<file path="src/sv/lie_pkg.sv">
// lie_pkg: shared types and constants for the lagrange interpolation evaluator
// no dependencies
package lie_pkg;
    localparam int MaxNodes = 16;
    localparam int IdxW     = 4;
    localparam int CntW     = 5;

    localparam logic       CmdLoad  = 1'b0;
    localparam logic       CmdEval  = 1'b1;
    localparam logic [1:0] StOk     = 2'd0;
    localparam logic [1:0] StDup    = 2'd1;
    localparam logic [1:0] StOvf    = 2'd2;

    localparam logic signed [31:0] QOne = 32'sh0001_0000;

    typedef struct packed {
        logic        command;
        logic [3:0]  entry_index;
        logic [31:0] node_position;
        logic [31:0] node_sample;
        logic [31:0] query_x;
    } t_in;

    typedef struct packed {
        logic [31:0] interpolated_value;
        logic [1:0]  status;
    } t_out;

    typedef struct packed {
        logic start;
        logic neg;
    } t_div_req;
endpackage

</file>
<file path="src/sv/lie_div.sv">
// lie_div: radix-2 restoring divider, 49-bit numerator by 34-bit divisor
// rounds half away from zero by adding half the divisor; depends on lie_pkg
module lie_div (
    input  logic                 i_clk,
    input  logic                 i_rst_n,
    input  lie_pkg::t_div_req    i_req,
    input  logic [48:0]          i_num,
    input  logic [33:0]          i_den,
    output logic                 o_done,
    output logic                 o_neg,
    output logic [49:0]          o_quo
);
    logic [49:0] r_q;
    logic [34:0] r_rem;
    logic [33:0] r_den;
    logic [5:0]  r_cnt;
    logic        r_busy;
    logic        r_done;
    logic        r_neg;
    logic [34:0] n_trial;
    logic [34:0] n_shift;

    assign n_shift = {r_rem[33:0], r_q[49]};
    assign n_trial = n_shift - {1'b0, r_den};

    always_ff @(posedge i_clk) begin
        if (!i_rst_n) begin
            r_busy <= 1'b0;
            r_done <= 1'b0;
            r_cnt  <= '0;
        end else begin
            r_done <= 1'b0;
            if (i_req.start) begin
                r_busy <= 1'b1;
                r_cnt  <= 6'd50;
                r_q    <= {1'b0, i_num} + {17'd0, i_den[33:1]};
                r_rem  <= '0;
                r_den  <= i_den;
                r_neg  <= i_req.neg;
            end else if (r_busy) begin
                if (!n_trial[34]) begin
                    r_rem <= n_trial;
                    r_q   <= {r_q[48:0], 1'b1};
                end else begin
                    r_rem <= n_shift;
                    r_q   <= {r_q[48:0], 1'b0};
                end
                r_cnt <= r_cnt - 6'd1;
                if (r_cnt == 6'd1) begin
                    r_busy <= 1'b0;
                    r_done <= 1'b1;
                end
            end
        end
    end

    assign o_done = r_done;
    assign o_neg  = r_neg;
    assign o_quo  = r_q;

    a_done_after_busy: assert property (@(posedge i_clk) disable iff (!i_rst_n)
        r_done |-> $past(r_busy))
        else $error("divider done without work");
    a_cnt_idle: assert property (@(posedge i_clk) disable iff (!i_rst_n)
        !r_busy |=> (r_busy == i_req.start || $past(i_req.start)) || !r_busy)
        else $error("divider started spuriously");
    a_no_restart: assert property (@(posedge i_clk) disable iff (!i_rst_n)
        r_busy && !i_req.start |=> r_busy || r_done)
        else $error("divider stopped early");
endmodule

</file>
<file path="config.mk">
export PLATFORM = sky130hd
export DESIGN_NAME = lie_div
export DESIGN_NICKNAME = d
export VERILOG_FILES = /design/src/sv/lie_pkg.sv /design/src/sv/lie_div.sv
export SDC_FILE = /design/constraint.sdc
export NUM_CORES = 1
export LEC_CHECK = 0
export ABC_CLOCK_PERIOD_IN_PS = 3890
export BUFFER_PORTS_ARGS = -buffer_cell sky130_fd_sc_hd__buf_2
export CAP_MARGIN = 0
export CORE_MARGIN = 2
export CORE_UTILIZATION = 33
export DETAILED_ROUTE_END_ITERATION = 16
export GPL_TIMING_DRIVEN = 0
export PLACE_DENSITY_LB_ADDON = 0.1
export SYNTH_ARGS = -nofsm -noshare
export SYNTH_HDL_FRONTEND = slang
export SYNTH_SLANG_ARGS = --single-unit
</file>
<file path="constraint.sdc">
create_clock -name i_clk -period 3.89 [get_ports i_clk]
set_input_delay 0.389 -clock i_clk [delete_from_list [all_inputs] [get_ports i_clk]]
set_output_delay 0.389 -clock i_clk [all_outputs]
set_load 0.03 [all_outputs]
</file>
## Word level (Yosys, flattened, before mapping)

Index checks and enable logic that the tools add are counted.
Widths: inputs -> output; s select.

- Bits in registers: 127
- Word-level logic and storage cells: 30
- Output and inout port bits: 52

- Reductions and logical operators: 5
- Mux-type cells: 11
- $add $sub $neg: 3
- Bitwise logic cells: 2
- Equality and inequality tests: 1

Operators with widths:

| cell | number |
|---|---|
| $mux 50 | 2 |
| $mux 34 | 2 |
| $add 49x33->50 | 1 |
| $sub 35x34->35 | 1 |
| $mux 6 | 2 |
| $eq 6x1->1 const B | 1 |
| $sub 6x1->6 const B | 1 |
| $mux 1 | 5 |
| $reduce_and 2->1 | 2 |
| $reduce_or 3->1 | 1 |
| $not 1->1 | 2 |
| $reduce_bool 2->1 | 1 |
| $reduce_or 2->1 | 1 |

## Longest topological paths before layout

- Word-level depth: 4
- Depth in mapped cells: 16

## Least setup slack after synthesis

Ideal clock, no wire load.

- Path type: register to register
- Start: register r_q[49], in the netlist o_quo[49]
- End: register r_rem[23], data pin
- Cell stages (with the launch flop): 17
- Clock period less this slack: 3745 ps
- Arrival: 3489 ps
- Buffers on the path: 3
- Slack: 145 ps
- Data required time: 3635 ps
- Path through: edfxtp_1 -> inv_1 -> ha_1 -> inv_1 -> fa_1 -> a21o_1 -> a221oi_2 -> or2b_2 -> a211oi_2 -> a2111oi_4 -> nor3_2 -> o31a_1 -> buf_6 -> or2_1 -> buf_6 -> buf_6 -> a31o_1

- Longest elaborated chain between the ends: 3

RTL lines:

| element | RTL line | text |
|---|---|---|
| start: declaration | lie_div.sv:13 | `logic [49:0] r_q;` |
| start signal: assignment | lie_div.sv:36 | `r_q <= {1'b0, i_num} + {17'd0, i_den[33:1]};` |
| start signal: assignment | lie_div.sv:43 | `r_q <= {r_q[48:0], 1'b1};` |
| start signal: assignment | lie_div.sv:46 | `r_q <= {r_q[48:0], 1'b0};` |
| $sub 35x34->35 | lie_div.sv:24 | `assign n_trial = n_shift - {1'b0, r_den};` |
| $mux 34 | lie_div.sv:41 | `if (!n_trial[34]) begin` |
| $mux 34 | lie_div.sv:40 | `end else if (r_busy) begin` |
| end signal: assignment | lie_div.sv:42 | `r_rem <= n_trial;` |
| end signal: assignment | lie_div.sv:45 | `r_rem <= n_shift;` |
| end: declaration | lie_div.sv:14 | `logic [34:0] r_rem;` |

No other way between the ends. The select of a mux whose other input is x is not followed.
A chain may end at the register's enable or synchronous reset.

## Worst setup path after layout

- Start: register r_q[49], in the netlist o_quo[49]
- End: register r_rem[22], data pin

Same word-level chain as after synthesis.

==> summary.md <==
| Metric | Value |
|---|---|
| Worst-margin pin slew | `1.025 ns` |
| Maximum vdd drop | `roughly 260 uV` |
| Final wirelength | `~29000 um` |
| Register area share after synthesis | `0.3977` |
| TritonCTS clock tree | `built` |
| FMAX | `about 0.26 GHz` |
| Area leader, netlist | `edfxtp_1` |
| Nature of the critical path endpoint | `flip-flop` |
| Hold_sp | `i_req[0]` |
| Synth top area cells | `edfxtp_1 (38%), ha_1 (9.2%), a21oi_1 (4.5%)` |
| Logic pwr share | `0.327` |
| Pwr Density | `about 430 nW/um2` |
| Clock share of power | `0.321` |
| Via density | `5.323` |
| Cts hold-fix bufs | `0` |
| GRT Overall Usage | `0.1919` |
| Routed via count | `approximately 8000` |
| CTS sink cnt | `about 130` |
| CTS Buf Count | `17` |
| Post-synth EDFFs | `roughly 120` |
| Vias in the first global route | `8050` |
| Psw | `1.674 mW` |
| Nets | `~1300` |
| CP startpoint kind | `flip-flop` |
| Worst-path fanout max | `7` |
| Die height | `between 150 and 200 um` |
| Cells after Synth | `approximately 960` |
| Drt first pass iters | `5` |
| Netlist cell types | `74` |
| Final setup viols | `0` |
| Crit-path cells | `inv_1 -> ha_2 -> inv_2 -> fa_2 -> a21o_1 -> a221oi_4 -> or2b_4 -> a211oi_4 -> a2111oi_4 -> nor3_4 -> o31a_1 -> buf_6 -> or2_1 -> buf_6 -> clkbuf_16 -> a31o_1` |
| HPWL after DPL | `between 20000 and 25000 um` |
| Antenna-violating nets left | `0` |
| Max incr delay on CP | `around 0.47 ns` |
| Initial antenna violation count | `2` |
| Clock tree buffer depth | `2` |
| Data required time at the worst endpoint | `4.05 ns` |
| Hold Violations, Final | `0` |
| CTS clk-pin slew, worst paths | `around 0.06 ns` |
| Worst Clk Skew | `between 0.015 and 0.02 ns` |
| Setup Total Neg Slack | `0 ns` |
| Crit path from | `o_quo[49]` |
| Internal power | `3.247 mW` |
| Row count | `around 60` |
| RSZ-0062 raised after global routing | `true` |
| Flop pwr share | `0.353` |
| Layout cells sized above 1 | `0.2150` |
| WL/cell | `about 19 um` |
| Mapped cell area | `~9400 um2` |
| Synth top area share | `0.3806` |
| Synth Warn # | `0` |
| CP arrival | `a little under 4 ns` |
| Slowest CP cell | `a2111oi_4` |
| Clock latency on the worst-skew pair | `around 0.43 ns` |
| R2R Path Start | `o_quo[49]` |
| Switching part of the total power | `0.3401` |
| Die area | `approximately 30000 um2` |
| Final max-slew violation count | `0` |
| Crit share post-route | `0.9742` |
| Main synth FF type | `edfxtp_1` |
| Largest net degree at the start of global routing | `61` |
| Synth Register Bits | `between 100 and 150` |
| Status | `finished clean` |
| Global-route congestion overflow total | `0` |
| Hold_ws | `0.1480 ns` |
| Relative slew slack | `0.3168` |
| Top-level port count | `between 100 and 150` |
| CTS Root Cell | `clkbuf_16` |
| Mapped Nets | `1122` |
| Layout area overhead | `21.22%` |
| # DRC | `0` |
| Core ar. | `between 20000 and 30000 um2` |
| Number of DRC markers in iteration 0 | `640` |
| HP Class | `in -> reg` |
| Final worst slack | `0.1003 ns` |
| GP Congestion | `0.8558` |
| Number of port buffers | `roughly 140` |
| Min cycle time layout | `about 3.8 ns` |
| First-pass GRT wire length | `45050 um` |
| Synth async-reset ratio | `0` |
| Initial Util | `0.3361` |
| Pre-CTS setup slack | `-0.4847 ns` |
| Chip width | `between 150 and 200 um` |
| Max cap viols | `0` |
| CP Class | `reg -> reg` |
| Synthesized area per cell | `around 9.7 um2` |
| Most frequent CP cell | `buf_6` |
| CTS H-Tree Depth | `4` |
| Leak | `4.578 nW` |
| Power, Total | `approximately 4.9 mW` |
[layout by cell type, fill, tap and decap left out, types with 14 or more instances in the layout]
| cell type | instances |
|---|---|
| a211oi_1 | 14 |
| a21o_1 | 27 |
| a21oi_1 | 85 |
| a31o_1 | 26 |
| a31oi_1 | 20 |
| buf_2 | 139 |
| clkbuf_1 | 35 |
| clkbuf_16 | 20 |
| edfxtp_1 | 119 |
| ha_1 | 68 |
| inv_1 | 62 |
| mux2_2 | 26 |
| nand2_1 | 58 |
| nand3_1 | 15 |
| nor2_1 | 65 |
| nor4_1 | 24 |
| o21ai_0 | 49 |
| xnor2_1 | 38 |
| xor2_1 | 22 |
[state kept, by name (all words and copies together), names as in the netlist]
signal / flops
o_quo: 50
r_den: 34
r_rem: 34
r_cnt: 6
o_done: 1
o_neg: 1
r_busy: 1
[metal layers]
| metal | routed length (um) | track usage | share of wire | vias up |
|---|---|---|---|---|
| li1 | - | - | - | 4028 |
| met1 | 14190 | 0.2709 | 0.49 | 3894 |
| met2 | 13150 | 0.3042 | 0.46 | 153 |
| met3 | 957 | 0.02924 | 0.033 | 30 |
| met4 | 425 | 0.05650 | 0.015 | 2 |
| met5 | 11 | 0 | 0.00038 | - |
[timing repair]
action / in CTS / in global routing
endpoints found under the setup margin: 35 / 38
resized for setup: 11 / 16
cloned: 0 / 1
buffers inserted: 1 / 6
pin swaps: 1 / 15
[power by group through the flow]
stage / logic [mW] / clock network [mW] / registers, mW
after floorplan: 1.03 / 0 / 1.84
after global placement: 1.53 / 0 / 1.77
after detailed placement: 1.53 / 0 / 1.77
after CTS: 1.57 / 1.62 / 1.74
after global routing: 1.78 / 1.66 / 1.75
final: 1.61 / 1.58 / 1.74
[metrics by stage]
step | std cells | cell area (um2) | utilization
floorplan | 964 | 9388 | -
global placement | 1480 | 10550 | 0.3777
detailed placement | 1482 | 10610 | 0.3800
CTS | 1515 | 11260 | 0.4030
global route | 1522 | 11380 | 0.4073
finish | 1523 | 11380 | 0.4074
[worst max-delay path, delay by kind of cell, from the launching register on]
kind	cells	cell delay (ns)
AOI/OAI and AO/OA	6	1.52
buffers and inverters	5	0.58
adders and majority gates	2	0.54
and+or+nand+nor	3	0.48
DFF	1	0.43
[cells in the mapped netlist (8+ instances only)]
library cell and count:
nor3_1 10, nand3_1 15, and3_1 8, a31oi_1 20, o211ai_1 8, a2111oi_0 8, o21a_1 11, a311oi_1 8
xnor2_1 38, mux2_2 26, nand2b_1 9, clkbuf_1 40, edfxtp_1 119, nand2_1 58, o21ai_0 50, ha_1 69
a21oi_1 85, a211oi_1 15, xor2_1 22, a21o_1 27, nand4_1 10, a31o_1 26, inv_1 63, nor2_1 65
dfxtp_1 8, nor4_1 28
[worst paths after layout]
kind | endpoint | slack (ns) | cells after the start
worst max-delay path | r_rem[22] | 0.10 | 16
worst min-delay path | o_neg | 0.15 | 1
worst max register to register | r_rem[22] | 0.10 | 16
worst min register to register | r_cnt[0] | 0.57 | 2
[final cells by class]
cell class	count	area [um2]
antenna	1	2.502
inverter	65	244.0
multi-input combinational	723	5274
timing repair buffer	148	823.3
sequential	127	3734
clock inverter	10	77.57
clock buffer	22	506.7
tap	378	473.0
fill	2864	16550
buffer	49	245.2
[cell families (layout without fill, tap and decap cells)]
logic type,Yosys count,after routing,synth area share
compound gates,321,321,0.2354
xor+xnor,60,60,0.05598
fa+ha+maj,71,71,0.09623
buf+inv,114,294,0.04971
flops,127,127,0.3977
mux,33,33,0.03865
other cells,0,1,0
simple gates,238,238,0.1264
Note: power is estimated with default switching activity, not from simulation.
